`src/design/lkss_pkg.sv`:
```
package lkss_pkg;

  // Table geometry.
  localparam int MAX_KEYS = 16;
  localparam int IDX_W    = $clog2(MAX_KEYS);
  localparam int CNT_W    = $clog2(MAX_KEYS + 1);
  localparam int ID_W     = 32;
  localparam int RND_W    = 32;
  localparam int PROD_W   = RND_W + CNT_W;

  // Command codes.
  localparam logic CMD_WRITE  = 1'b0;
  localparam logic CMD_LOOKUP = 1'b1;

  // Result status codes.
  localparam logic [1:0] ST_OK    = 2'd0;
  localparam logic [1:0] ST_BAD   = 2'd1;
  localparam logic [1:0] ST_FAULT = 2'd2;

  // Key type codes.
  localparam logic [1:0] KT_TEST = 2'd0;
  localparam logic [1:0] KT_PROD = 2'd1;
  localparam logic [1:0] KT_DEV  = 2'd2;

  // Life cycle state codes.
  localparam logic [2:0] LC_TEST     = 3'd0;
  localparam logic [2:0] LC_DEV      = 3'd1;
  localparam logic [2:0] LC_PROD     = 3'd2;
  localparam logic [2:0] LC_PROD_END = 3'd3;
  localparam logic [2:0] LC_RMA      = 3'd4;

  // Controller states.
  typedef enum logic [3:0] {
    S_IDLE  = 4'b0001,
    S_START = 4'b0010,
    S_SCAN  = 4'b0100,
    S_RESP  = 4'b1000
  } state_t;

  // Commands from the controller to the datapath.
  typedef struct packed {
    logic accept;
    logic load_start;
    logic scan_step;
    logic load_out;
  } ctrl_cmd_t;

  // Status from the datapath to the controller.
  typedef struct packed {
    logic in_is_lookup;
    logic count_zero;
    logic scan_last;
  } dp_status_t;

  // True when the type and state codes are both legal.
  function automatic logic encoding_ok(input logic [1:0] ktype, input logic [2:0] lc);
    logic type_ok;
    logic lc_ok;
    type_ok = (ktype == KT_TEST) || (ktype == KT_PROD) || (ktype == KT_DEV);
    lc_ok   = (lc == LC_TEST) || (lc == LC_DEV) || (lc == LC_PROD) ||
              (lc == LC_PROD_END) || (lc == LC_RMA);
    return type_ok && lc_ok;
  endfunction

  // True when a key of this type may be used in this life cycle state.
  function automatic logic type_allowed(input logic [1:0] ktype, input logic [2:0] lc);
    logic ok;
    case (lc)
      LC_TEST:     ok = (ktype == KT_TEST) || (ktype == KT_PROD);
      LC_DEV:      ok = (ktype == KT_PROD) || (ktype == KT_DEV);
      LC_PROD:     ok = (ktype == KT_PROD);
      LC_PROD_END: ok = (ktype == KT_PROD);
      LC_RMA:      ok = (ktype == KT_TEST) || (ktype == KT_PROD);
      default:     ok = 1'b0;
    endcase
    return ok;
  endfunction

endpackage

```
`src/design/lkss_ctrl.sv`:
```
module lkss_ctrl (
  input  logic                   clk,
  input  logic                   rst_n,
  input  logic                   in_valid,
  output logic                   in_stall,
  output logic                   out_valid,
  input  logic                   out_stall,
  input  lkss_pkg::dp_status_t   dp_status,
  output lkss_pkg::ctrl_cmd_t    ctrl_cmd
);

  lkss_pkg::state_t state_r, state_nxt;
  logic             out_valid_r, out_valid_nxt;
  logic             out_free;

  // The output register can take a new result when empty or being drained.
  assign out_free = !out_valid_r || !out_stall;

  // Next state and commands.
  always_comb begin
    state_nxt           = state_r;
    ctrl_cmd.accept     = 1'b0;
    ctrl_cmd.load_start = 1'b0;
    ctrl_cmd.scan_step  = 1'b0;
    ctrl_cmd.load_out   = 1'b0;
    case (state_r)
      lkss_pkg::S_IDLE: begin
        if (in_valid) begin
          ctrl_cmd.accept = 1'b1;
          state_nxt = dp_status.in_is_lookup ? lkss_pkg::S_START : lkss_pkg::S_RESP;
        end
      end
      lkss_pkg::S_START: begin
        ctrl_cmd.load_start = 1'b1;
        state_nxt = dp_status.count_zero ? lkss_pkg::S_RESP : lkss_pkg::S_SCAN;
      end
      lkss_pkg::S_SCAN: begin
        ctrl_cmd.scan_step = 1'b1;
        if (dp_status.scan_last) begin
          state_nxt = lkss_pkg::S_RESP;
        end
      end
      lkss_pkg::S_RESP: begin
        if (out_free) begin
          ctrl_cmd.load_out = 1'b1;
          state_nxt = lkss_pkg::S_IDLE;
        end
      end
      default: begin
        state_nxt = lkss_pkg::S_IDLE;
      end
    endcase
  end

  // Output valid flag is set by a load and cleared when the result is taken.
  always_comb begin
    out_valid_nxt = out_valid_r;
    if (ctrl_cmd.load_out) begin
      out_valid_nxt = 1'b1;
    end else if (!out_stall) begin
      out_valid_nxt = 1'b0;
    end
  end

  always_ff @(posedge clk) begin
    if (!rst_n) begin
      state_r     <= lkss_pkg::S_IDLE;
      out_valid_r <= 1'b0;
    end else begin
      state_r     <= state_nxt;
      out_valid_r <= out_valid_nxt;
    end
  end

  assign in_stall  = (state_r != lkss_pkg::S_IDLE);
  assign out_valid = out_valid_r;

endmodule

```
`src/design/lkss_dp.sv`:
```
module lkss_dp (
  input  logic                          clk,
  input  logic                          rst_n,
  input  logic                          cfg_we,
  input  logic [lkss_pkg::CNT_W-1:0]    cfg_wdata,
  input  logic                          in_command,
  input  logic [3:0]                    in_entry_index,
  input  logic [31:0]                   in_key_id,
  input  logic [1:0]                    in_key_type,
  input  logic                          in_entry_enabled,
  input  logic [2:0]                    in_lc_state,
  input  logic [31:0]                   in_random_word,
  input  lkss_pkg::ctrl_cmd_t           ctrl_cmd,
  output lkss_pkg::dp_status_t          dp_status,
  output logic [1:0]                    out_status,
  output logic                          out_found,
  output logic [3:0]                    out_selected_index
);

  localparam int IW = lkss_pkg::IDX_W;
  localparam int CW = lkss_pkg::CNT_W;

  // Key table; only the enabled bits have a reset value.
  logic [lkss_pkg::ID_W-1:0] slot_id_r   [lkss_pkg::MAX_KEYS];
  logic [1:0]                slot_type_r [lkss_pkg::MAX_KEYS];
  logic [lkss_pkg::MAX_KEYS-1:0] slot_en_r;

  logic [CW-1:0]              key_count_r;
  logic [CW-1:0]              count;
  logic [lkss_pkg::ID_W-1:0]  key_id_r;
  logic [2:0]                 lc_r;
  logic [lkss_pkg::RND_W-1:0] rnd_r;
  logic                       is_lookup_r;
  logic [IW-1:0]              idx_r, idx_nxt;
  logic [IW-1:0]              step_r;
  logic                       have_r, fault_r;
  logic [IW-1:0]              sel_r;
  logic [1:0]                 status_r;
  logic                       found_r;
  logic [IW-1:0]              out_idx_r;

  logic [lkss_pkg::PROD_W-1:0] prod;
  logic [IW-1:0]               start_idx;
  logic [CW-1:0]               idx_inc;
  logic [CW-1:0]               count_m1;
  logic                        cand;
  logic                        enc_ok;
  logic                        allowed;
  logic [IW-1:0]               wr_idx;
  logic [1:0]                  res_status;

  // Saturate the configured count to the table size.
  assign count = (key_count_r > CW'(lkss_pkg::MAX_KEYS)) ? CW'(lkss_pkg::MAX_KEYS)
                                                          : key_count_r;
  assign count_m1 = count - CW'(1);

  // Start slot is the top bits of random word times count.
  assign prod      = lkss_pkg::PROD_W'(rnd_r) * lkss_pkg::PROD_W'(count);
  assign start_idx = prod[lkss_pkg::RND_W +: IW];

  // Evaluate the slot under the scan pointer.
  assign cand    = (slot_id_r[idx_r] == key_id_r) && slot_en_r[idx_r];
  assign enc_ok  = lkss_pkg::encoding_ok(slot_type_r[idx_r], lc_r);
  assign allowed = lkss_pkg::type_allowed(slot_type_r[idx_r], lc_r);

  // Circular advance of the scan pointer.
  assign idx_inc = CW'(idx_r) + CW'(1);
  assign idx_nxt = (idx_inc >= count) ? '0 : idx_inc[IW-1:0];

  assign wr_idx = in_entry_index[IW-1:0];

  // Status to the controller.
  assign dp_status.in_is_lookup = (in_command == lkss_pkg::CMD_LOOKUP);
  assign dp_status.count_zero   = (count == '0);
  assign dp_status.scan_last    = (CW'(step_r) == count_m1);

  // Configuration register.
  always_ff @(posedge clk) begin
    if (!rst_n) begin
      key_count_r <= CW'(1);
    end else if (cfg_we) begin
      key_count_r <= cfg_wdata;
    end
  end

  // Table writes on an accepted write transaction.
  always_ff @(posedge clk) begin
    if (!rst_n) begin
      slot_en_r <= '0;
    end else if (ctrl_cmd.accept && (in_command == lkss_pkg::CMD_WRITE)) begin
      slot_en_r[wr_idx] <= in_entry_enabled;
    end
  end

  always_ff @(posedge clk) begin
    if (ctrl_cmd.accept && (in_command == lkss_pkg::CMD_WRITE)) begin
      slot_id_r[wr_idx]   <= in_key_id;
      slot_type_r[wr_idx] <= in_key_type;
    end
  end

  // Lookup operands and scan state.
  always_ff @(posedge clk) begin
    if (ctrl_cmd.accept) begin
      key_id_r    <= in_key_id;
      lc_r        <= in_lc_state;
      rnd_r       <= in_random_word;
      is_lookup_r <= (in_command == lkss_pkg::CMD_LOOKUP);
      have_r      <= 1'b0;
      fault_r     <= 1'b0;
      sel_r       <= '0;
    end
    if (ctrl_cmd.load_start) begin
      idx_r  <= start_idx;
      step_r <= '0;
    end
    if (ctrl_cmd.scan_step) begin
      if (cand) begin
        if (!enc_ok) begin
          fault_r <= 1'b1;
        end else if (allowed) begin
          have_r <= 1'b1;
          sel_r  <= idx_r;
        end
      end
      idx_r  <= idx_nxt;
      step_r <= step_r + IW'(1);
    end
  end

  // Final result of the transaction.
  always_comb begin
    if (!is_lookup_r) begin
      res_status = lkss_pkg::ST_OK;
    end else if (fault_r) begin
      res_status = lkss_pkg::ST_FAULT;
    end else if (have_r) begin
      res_status = lkss_pkg::ST_OK;
    end else begin
      res_status = lkss_pkg::ST_BAD;
    end
  end

  // Output register.
  always_ff @(posedge clk) begin
    if (ctrl_cmd.load_out) begin
      status_r  <= res_status;
      found_r   <= is_lookup_r && have_r && !fault_r;
      out_idx_r <= (is_lookup_r && have_r && !fault_r) ? sel_r : '0;
    end
  end

  assign out_status         = status_r;
  assign out_found          = found_r;
  assign out_selected_index = 4'(out_idx_r);

endmodule

```
`src/design/lifecycle_key_slot_selector_unit.sv`:
```
// Life cycle key slot selector.
// The input channel (in_valid / in_stall) carries one transaction per command:
// a table write (slot, identifier, type, enabled flag) or a key lookup
// (sought identifier, life cycle state, random word). Every transaction gives
// exactly one result on the output channel (out_valid / out_stall): status,
// found flag and selected slot. cfg_we with cfg_wdata sets the number of
// table entries in use; write it only while the block is idle.
// A write goes from acceptance straight to the result state and reaches the
// output register once that is free. A lookup computes its start slot, then
// visits one table entry per cycle through a single compare unit, key_count
// entries in all with key_count capped at 16, before its result is registered.
// One transaction is in flight at a time; the next one is accepted once the
// controller is back in idle after the current result is loaded.
// When the receiver stalls, the result holds in the output register and the
// block can accept and process one more transaction, then waits with its
// result and in_stall high until the register drains.
// Reset clears all enabled flags and sets the entry count to one; identifiers
// and types hold no value until written.
module lifecycle_key_slot_selector_unit (
  input  logic                       clk,
  input  logic                       rst_n,
  input  logic                       cfg_we,
  input  logic [lkss_pkg::CNT_W-1:0] cfg_wdata,
  input  logic                       in_valid,
  output logic                       in_stall,
  input  logic                       in_command,
  input  logic [3:0]                 in_entry_index,
  input  logic [31:0]                in_key_id,
  input  logic [1:0]                 in_key_type,
  input  logic                       in_entry_enabled,
  input  logic [2:0]                 in_lc_state,
  input  logic [31:0]                in_random_word,
  output logic                       out_valid,
  input  logic                       out_stall,
  output logic [1:0]                 out_status,
  output logic                       out_found,
  output logic [3:0]                 out_selected_index
);

  lkss_pkg::ctrl_cmd_t  ctrl_cmd;
  lkss_pkg::dp_status_t dp_status;

  // Sequencing of each transaction.
  lkss_ctrl u_ctrl (
    .clk       (clk),
    .rst_n     (rst_n),
    .in_valid  (in_valid),
    .in_stall  (in_stall),
    .out_valid (out_valid),
    .out_stall (out_stall),
    .dp_status (dp_status),
    .ctrl_cmd  (ctrl_cmd)
  );

  // Key table, scan datapath and output register.
  lkss_dp u_dp (
    .clk                (clk),
    .rst_n              (rst_n),
    .cfg_we             (cfg_we),
    .cfg_wdata          (cfg_wdata),
    .in_command         (in_command),
    .in_entry_index     (in_entry_index),
    .in_key_id          (in_key_id),
    .in_key_type        (in_key_type),
    .in_entry_enabled   (in_entry_enabled),
    .in_lc_state        (in_lc_state),
    .in_random_word     (in_random_word),
    .ctrl_cmd           (ctrl_cmd),
    .dp_status          (dp_status),
    .out_status         (out_status),
    .out_found          (out_found),
    .out_selected_index (out_selected_index)
  );

endmodule

```
`config.mk`:
```
export PLATFORM = sky130hd
export DESIGN_NAME = lifecycle_key_slot_selector_unit
export DESIGN_NICKNAME = d
export VERILOG_FILES = /design/src/design/lkss_pkg.sv /design/src/design/lkss_ctrl.sv /design/src/design/lkss_dp.sv /design/src/design/lifecycle_key_slot_selector_unit.sv
export SDC_FILE = /design/constraint.sdc
export NUM_CORES = 1
export LEC_CHECK = 0
export BUFFER_PORTS_ARGS = -buffer_cell sky130_fd_sc_hd__buf_4
export CAP_MARGIN = 40
export CORE_ASPECT_RATIO = 1.25
export CORE_MARGIN = 1
export CORE_UTILIZATION = 45
export CTS_CLUSTER_SIZE = 16
export DETAILED_ROUTE_END_ITERATION = 6
export GPL_TIMING_DRIVEN = 0
export PLACE_DENSITY_LB_ADDON = 0.3
export SETUP_SLACK_MARGIN = 0.15
export SLEW_MARGIN = 20
export SYNTH_ARGS = -nofsm -noshare
export SYNTH_HDL_FRONTEND = slang
export SYNTH_SLANG_ARGS = --single-unit
export TNS_END_PERCENT = 100
```
`constraint.sdc`:
```
create_clock -name clk -period 7.45 [get_ports clk]
set_clock_uncertainty 0.1 [all_clocks]
set_input_delay 2.235 -clock clk [delete_from_list [all_inputs] [get_ports clk]]
set_output_delay 2.235 -clock clk [all_outputs]
set_load 0.02 [all_outputs]
```
==> results of run 1 <==
cell families (layout without fill, tap and decap cells):
group / count (synthesis) / count (layout) / synth area share (%)
AOI/OAI and AO/OA: 202 / 202 / 4.63
xor gates and xnor gates: 51 / 51 / 1.47
adders and majority gates: 141 / 141 / 7.96
buffers and inverters: 226 / 498 / 3.19
DFF: 663 / 663 / 64.2
muxes: 215 / 215 / 11.9
and+or+nand+nor: 384 / 384 / 6.74
state kept, by name, indices dropped and copies added (netlist names), 5 cells and up, named ones only:
| signal | count |
|---|---|
| u_dp.key_count_r | 5 |
| u_dp.slot_type_r | 32 |
| u_dp.key_id_r | 32 |
| u_dp.rnd_r | 32 |
| u_dp.slot_id_r | 512 |
| u_dp.slot_en_r | 16 |
Yosys cell counts (all sizes together) (4+ instances only):
| cell | n | area share (%) |
|---|---|---|
| clkbuf | 37 | 0.46 |
| or3 | 5 | 0.10 |
| ha | 53 | 2.2 |
| nor2b | 23 | 0.47 |
| o21ai | 43 | 0.71 |
| a221oi | 8 | 0.23 |
| xor2 | 17 | 0.49 |
| a22o | 8 | 0.23 |
| mux4 | 116 | 8.6 |
| nand3b | 8 | 0.20 |
| o22ai | 13 | 0.27 |
| nor2 | 50 | 0.62 |
| a221o | 4 | 0.13 |
| a21o | 16 | 0.39 |
| inv | 153 | 1.9 |
| xnor2 | 34 | 0.98 |
| nand2 | 91 | 1.1 |
| nor3 | 13 | 0.21 |
| buf | 35 | 0.84 |
| a22oi | 14 | 0.34 |
| and3 | 13 | 0.27 |
| dfxtp | 36 | 2.4 |
| and2 | 126 | 2.6 |
| o211ai | 7 | 0.17 |
| a21oi | 25 | 0.41 |
| mux2 | 9 | 0.33 |
| a21boi | 15 | 0.37 |
| nor4 | 10 | 0.21 |
| fa | 88 | 5.8 |
| edfxtp | 627 | 62 |
| mux2i | 90 | 3.0 |
| o21a | 5 | 0.12 |
| nand2b | 7 | 0.14 |
| nand4 | 9 | 0.18 |
| a211oi | 6 | 0.15 |
| nand3 | 16 | 0.26 |
final cells by class:
class / count / area share (%)
buffer: 72 / 1.12
inverter: 154 / 1.64
clock buffer: 86 / 5.25
multi-input combinational: 993 / 28.4
sequential: 663 / 55.1
tap: 864 / 3.05
timing repair buffer: 149 / 4.40
clock inverter: 37 / 1.07
placed cells by master, fill, tap and decap left out, drive strengths merged, types with 9 or more instances in the layout:
cell type,count
clkinv,25
and3,13
nor3,13
a21o,16
xor2,17
ha,53
dfxtp,36
fa,88
a21boi,15
mux4,116
nand2,91
xnor2,34
a22oi,14
nor2,50
o22ai,13
buf,184
inv,156
mux2,9
nand3,16
nor2b,23
a21oi,25
nor4,10
clkbuf,123
mux2i,90
and2,126
nand4,9
o21ai,43
edfxtp,627
layer usage:
metal  part of all wire (%)  wire length [um]  vias up  global-route usage, %
li1                       -                 -     7545                      -
met1                     38             30000     9147                   28.7
met2                     52             41000      699                   41.4
met3                    6.3              4970      185                   3.44
met4                    3.9              3080        2                   9.64
met5                  0.016                13        -                      0
path summary, 6_finish.rpt:
check / startpoint / endpoint / slack [ns] / cells after the start
worst max-delay path: u_dp.key_count_r[4]$_SDFFE_PN0P_ / u_dp.idx_r[3]$_DFFE_PN_ / 1.40 / 18
worst min-delay path: u_dp.have_r$_DFF_P_ / u_dp.have_r$_DFF_P_ / 0.36 / 2
worst max register to register: u_dp.key_count_r[4]$_SDFFE_PN0P_ / u_dp.idx_r[3]$_DFFE_PN_ / 1.40 / 18
worst min register to register: u_dp.have_r$_DFF_P_ / u_dp.have_r$_DFF_P_ / 0.36 / 2
where the power goes:
group | switching, uW | internal [uW] | total (uW)
Clock | 1450 | 1990 | 3440
Sequential | 49.4 | 4150 | 4200
Combinational | 493 | 320 | 813
worst register-to-register path, stage by stage (launching register included):
cell      delay (ns)
dfxtp_1         0.35
clkbuf_1        0.31
nor2b_1         0.65
clkbuf_1        0.47
and2_1          0.24
fa_1            0.43
fa_1            0.50
inv_1           0.05
fa_1            0.47
inv_1           0.05
ha_1            0.30
and3_1          0.21
a221o_1         0.35
a21oi_1         0.28
o21ai_0         0.12
a221o_1         0.35
a31oi_1         0.18
xnor2_1         0.22
o22ai_1         0.14
per-stage QoR:
step	utilization (%)	instances	TNS (ns)
after detailed placement	49.6	2894	0
after floorplan	-	1882	0
after global placement	48.1	2838	-303.54
after CTS	53.0	3017	0
after global routing	53.0	3018	0
final	53.0	3018	0
==> impl_metrics.py, run 1 <==
metrics = {
    "global_route": {
        "grt_max_degree": 47,
        "antenna_found_initial": 1,
        "grt_pass1_vias": 18500,
        "grt_usage_pct": 23.4,
        "grt-ovfl-total": 0,
        "grt_pass1_wl_um": 118000,
    },
    "floorplan": {
        "die_h_um": 293,
        "die_x_um": 235,
        "initial_utilization_pct": 45.5,
        "io-pin-count": 94,
        "dieArea_um2": 68800,
        "num_rows": 106,
        "core-area_um2": 67000,
    },
    "sta": {
        "drv_slew": 0,
        "min_period_over_period_pct": 81.2,
        "slew_headroom_pct": 41.3,
        "setup_viol": 0,
        "hold_viol": 0,
        "fmax_ghz": 0.165,
        "grt_setup_unrepaired": "false",
        "tightest_slew_ns": 0.880,
        "fin_ws_ns": 1.40,
        "fin_crit_ns": 6.05,
        "hold-worst-slack_ns": 0.357,
    },
    "clock_network": {
        "cts_buffer_depth": 3,
        "clkSinkCount": 663,
        "cts_tree": "done",
        "cts_resized": 0,
        "numCtsBuffers": 69,
        "postCtsHoldBufs": 0,
        "clock_latency_ns": 0.61,
        "postCtsSetupRepairBufs": 0,
        "h-tree-depth": 3,
        "clk_pin_slew_worst_paths_ns": 0.07,
        "root_buffer": "clkbuf_16",
    },
    "logic_synthesis": {
        "synth_area_um2": 30500,
        "syn_nets": 2108,
        "async_reset_ff_share_pct": 0,
        "ys_warn_count": 0,
        "yosysSeqAreaShare_pct": 64.2,
        "syn_inst": 1882,
        "synth.distinct_cells": 68,
        "synth_flop_cell": "edfxtp_1",
        "synth-edff-count": 627,
        "ys_ff_latch": 663,
        "avgSynthCellArea_um2": 16.2,
    },
    "placement": {
        "pre_cts_ws_ns": 1.42,
        "dp.final_hpwl_um": 55300,
        "place_area_um2": 33200,
        "port_buffers": 92,
        "gp_congestion": 0.897,
    },
    "detailed_routing": {
        "final_antenna_net_count": 0,
        "vias_per_cell": 5.82,
        "vias": 17600,
        "first_iter_violations": 1598,
        "drc": 0,
        "wl_um": 79000,
        "routedWlPerCell_um": 26.2,
        "drt_pass1_iterations": 5,
    },
    "critical_path": {
        "critPathMaxFanout": 10,
        "cp_cell_sequence": "clkbuf_1, nor2b_1, clkbuf_1, and2_1, fa_1, fa_1, inv_1, fa_1, inv_1, ha_1, and3_1, a221o_1, a21oi_1, o21ai_0, a221o_1, a31oi_1, xnor2_1, o22ai_1",
        "critical_path_class": "reg2reg",
        "cp_top_family": "adder cells",
        "critPathRequiredTime_ns": 7.68,
        "crit_slowest_cell": "nor2b_1",
        "cp_common_cell": "fa_1",
        "startpoint_type": "flip-flop",
        "max_stage_delay_ns": 0.65,
        "timing.critical_path.buf_inv": 4,
        "worst_ep_arrival_time_ns": 6.28,
        "endpoint_kind": "flip-flop",
    },
    "cells_and_area": {
        "fillers": 5311,
        "finalNetCount": 2328,
        "seq_area_um2": 19500,
        "antennaDiodeCount": 0,
        "fin_area_um2": 35500,
        "area.growth.synth_to_final_pct": 16.4,
        "final_layout_size_suffix_gt1_share_pct": 20.0,
        "multi_input_area_um2": 10100,
    },
    "power": {
        "p_leak_uw": 0.0129,
        "vdd.ir_drop.worst_uv": 246,
        "powerDensity_nw_per_um2": 238,
        "power_uw": 8460,
    },
    "worst_hold_path": {
        "worst_hold_path_type": "reg2reg",
    },
    "outcome": {
        "run_status": "complete, no violations",
    },
    "run": {
        "cap_violations": 0,
    },
}
(Power assumes the default switching activity.)
==> run 2, diff against run 1 <==
ABC_AREA = 1   (was not set)
clock period = 6.1 ns   (was 7.45 ns; I/O delays follow)
==> run 2 against run 1 <==
- die area up 6.2%
- worst setup slack got worse by 0.51 ns
- combinational power increased by 61%
- global-route usage up 4.8 points
- largest cell class unchanged
- worst hold slack better by 0.031 ns
==> impl_metrics.py, run 2 <==
metrics = {
    "run": {
        "cap_violations": 0,
    },
    "detailed_routing": {
        "final_antenna_net_count": 0,
        "routedWlPerCell_um": 23.4,
        "first_iter_violations": 2983,
        "drt_pass1_iterations": 6,
        "vias": 24100,
        "wl_um": 103000,
        "drc": 0,
        "vias_per_cell": 5.48,
    },
    "logic_synthesis": {
        "yosysSeqAreaShare_pct": 60.4,
        "ys_ff_latch": 663,
        "synth_flop_cell": "edfxtp_1",
        "async_reset_ff_share_pct": 0,
        "synth_area_um2": 32400,
        "avgSynthCellArea_um2": 10.1,
        "synth.most_common_cell": "nand2_1",
        "synth_top_cell_by_area": "edfxtp_1",
        "syn_inst": 3198,
        "synth_top_cells_by_area": "edfxtp_1, nand2_1, fa_1, inv_1, nand3_1",
        "netlist.area_leader.share_pct": 58.1,
        "ys_warn_count": 0,
        "netlist_top_cells_count": "nand2_1, edfxtp_1, inv_1",
        "syn_nets": 3424,
        "synth.distinct_cells": 42,
        "synth-edff-count": 627,
    },
    "sta": {
        "grt_setup_unrepaired": "false",
        "hold_viol": 0,
        "tns_ns": 0,
        "slew_headroom_pct": 41.1,
        "fin_crit_ns": 5.21,
        "fmax_ghz": 0.192,
        "min_period_over_period_pct": 85.4,
        "tightest_slew_ns": 0.883,
        "setup_viol": 0,
        "drv_slew": 0,
    },
    "floorplan": {
        "core-area_um2": 70900,
        "dieArea_um2": 73100,
        "initial_utilization_pct": 45.7,
        "die_x_um": 242,
        "die_h_um": 302,
        "io-pin-count": 94,
        "num_rows": 109,
    },
    "global_route": {
        "grt_max_degree": 29,
        "grt-ovfl-total": 0,
        "antenna_found_initial": 6,
        "grt_usage_pct": 28.2,
        "grt_pass1_vias": 23400,
        "grt_pass1_wl_um": 149000,
    },
    "worst_hold_path": {
        "whs_endpoint": "u_dp.have_r$_DFF_P_",
        "worst_hold_path_type": "reg2reg",
        "hold_path_startpoint": "u_dp.have_r$_DFF_P_",
        "min_path_cells": 2,
    },
    "critical_path": {
        "critPathMaxFanout": 10,
        "endpoint_kind": "flip-flop",
        "critPathRequiredTime_ns": 6.38,
        "reg2reg_slack_ns": 0.89,
        "reg2reg_depth": 17,
        "critical_path_class": "reg2reg",
        "worst_ep_arrival_time_ns": 5.49,
        "rr_startpoint": "u_dp.key_count_r[4]$_SDFFE_PN0P_",
        "startpoint_type": "flip-flop",
        "timing.rr.end": "u_dp.idx_r[1]$_DFFE_PN_",
    },
    "placement": {
        "placed_cells": 4274,
        "dp.final_hpwl_um": 71800,
        "port_buffers": 93,
        "gp_congestion": 0.952,
    },
    "clock_network": {
        "cts_tree": "done",
        "postCtsHoldBufs": 0,
        "numCtsBuffers": 70,
        "h-tree-depth": 3,
        "cts_resized": 0,
        "postCtsSetupRepairBufs": 0,
        "clkSinkCount": 663,
        "cts_buffer_depth": 3,
        "clock_latency_ns": 0.63,
        "clk_pin_slew_worst_paths_ns": 0.06,
        "root_buffer": "clkbuf_16",
    },
    "cells_and_area": {
        "final_common_cell": "nand2_1",
        "final_layout_size_suffix_gt1_share_pct": 10.1,
        "finalNetCount": 3630,
        "largest_reg_flops": 512,
        "area.growth.synth_to_final_pct": 16.1,
        "top_register": "u_dp.slot_id_r",
        "finalNonFillerCells": 4397,
        "final_cell_mix": "nand2_1, edfxtp_1, inv_1, nor2_1, nand3_1",
    },
    "power": {
        "p_leak_uw": 0.0158,
        "vdd.ir_drop.worst_uv": 236,
        "powerDensity_nw_per_um2": 284,
    },
    "outcome": {
        "run_status": "complete, no violations",
    },
}
-- run 2: kinds of logic after synthesis --
| group | Yosys count | synth area share [%] |
|---|---|---|
| AND/OR/NAND/NOR | 1554 | 19.7 |
| adder cells (fa/ha/maj) | 141 | 7.49 |
| AO/OA/AOI/OAI | 272 | 4.68 |
| XOR/XNOR | 8 | 0.216 |
| buffers and inverters | 560 | 7.61 |
| flip-flops | 663 | 60.4 |
-- run 2: critical path: stages, from the launching register on --
cell and delay (ns):
dfxtp_1 0.30, clkbuf_1 0.38, nand2_1 0.17, nand2_1 0.31, clkbuf_1 0.50, nor2_1 0.13, fa_1 0.51, fa_1 0.50
inv_1 0.05, fa_1 0.47, inv_1 0.04, ha_1 0.33, a21oi_1 0.15, o21ai_0 0.15, nor4_1 0.44, a21o_1 0.18
nand3_1 0.07, and2_1 0.16
-- run 2: area by class of cell --
class	instances	area, um^2
fillers	6273	33300
clock inverters	33	313
diodes	2	5.00
plain buffers	133	853
flip-flops and latches	663	19500
inverters	427	1610
multi-input cells	1975	10500
repair buffers	134	1660
clock buffers	87	1920
well taps	943	1180
-- run 2: stage by stage --
stage          util (%)  hold slack, ns  worst slack, ns  total power (uW)  cell area, um^2
6_report           53.0           0.388            0.890             10700            37600
5_1_grt            53.0           0.414            0.418             11000            37600
4_1_cts            53.0           0.389            0.877             10700            37600
3_5_place_dp       49.8           0.376            0.874              6500            35300
3_3_place_gp       48.3           0.361            -3.24              6460            34300
2_1_floorplan         -           0.345            0.291              6020            32400
-- run 2: worst max path at each step --
stage                                           startpoint                       to  slack (ns)  depth (start not counted)
after floorplan                                   in_valid    u_dp.sel_r[0]$_DFF_P_        0.29                          7
after global placement                            in_valid    u_dp.sel_r[0]$_DFF_P_       -3.24                          8
after detailed placement  u_dp.key_count_r[4]$_SDFFE_PN0P_                flip-flop        0.87                         22
after CTS                 u_dp.key_count_r[4]$_SDFFE_PN0P_                flip-flop        0.88                         22
after global routing      u_dp.key_count_r[4]$_SDFFE_PN0P_                flip-flop        0.42                         22
final                     u_dp.key_count_r[4]$_SDFFE_PN0P_  u_dp.idx_r[1]$_DFFE_PN_        0.89                         17
-- run 2: layer usage --
layer	part of all wire [%]	track usage (%)
met4	5.9	16.1
met2	50	50.1
met5	0.055	0
met1	35	32.5
met3	8.5	4.30
-- run 2: report_power, final --
part / switching, uW / internal [uW]
clock: 1800 / 2450
combinational: 884 / 427
sequential: 43.6 / 5070
total: 2730 / 7950
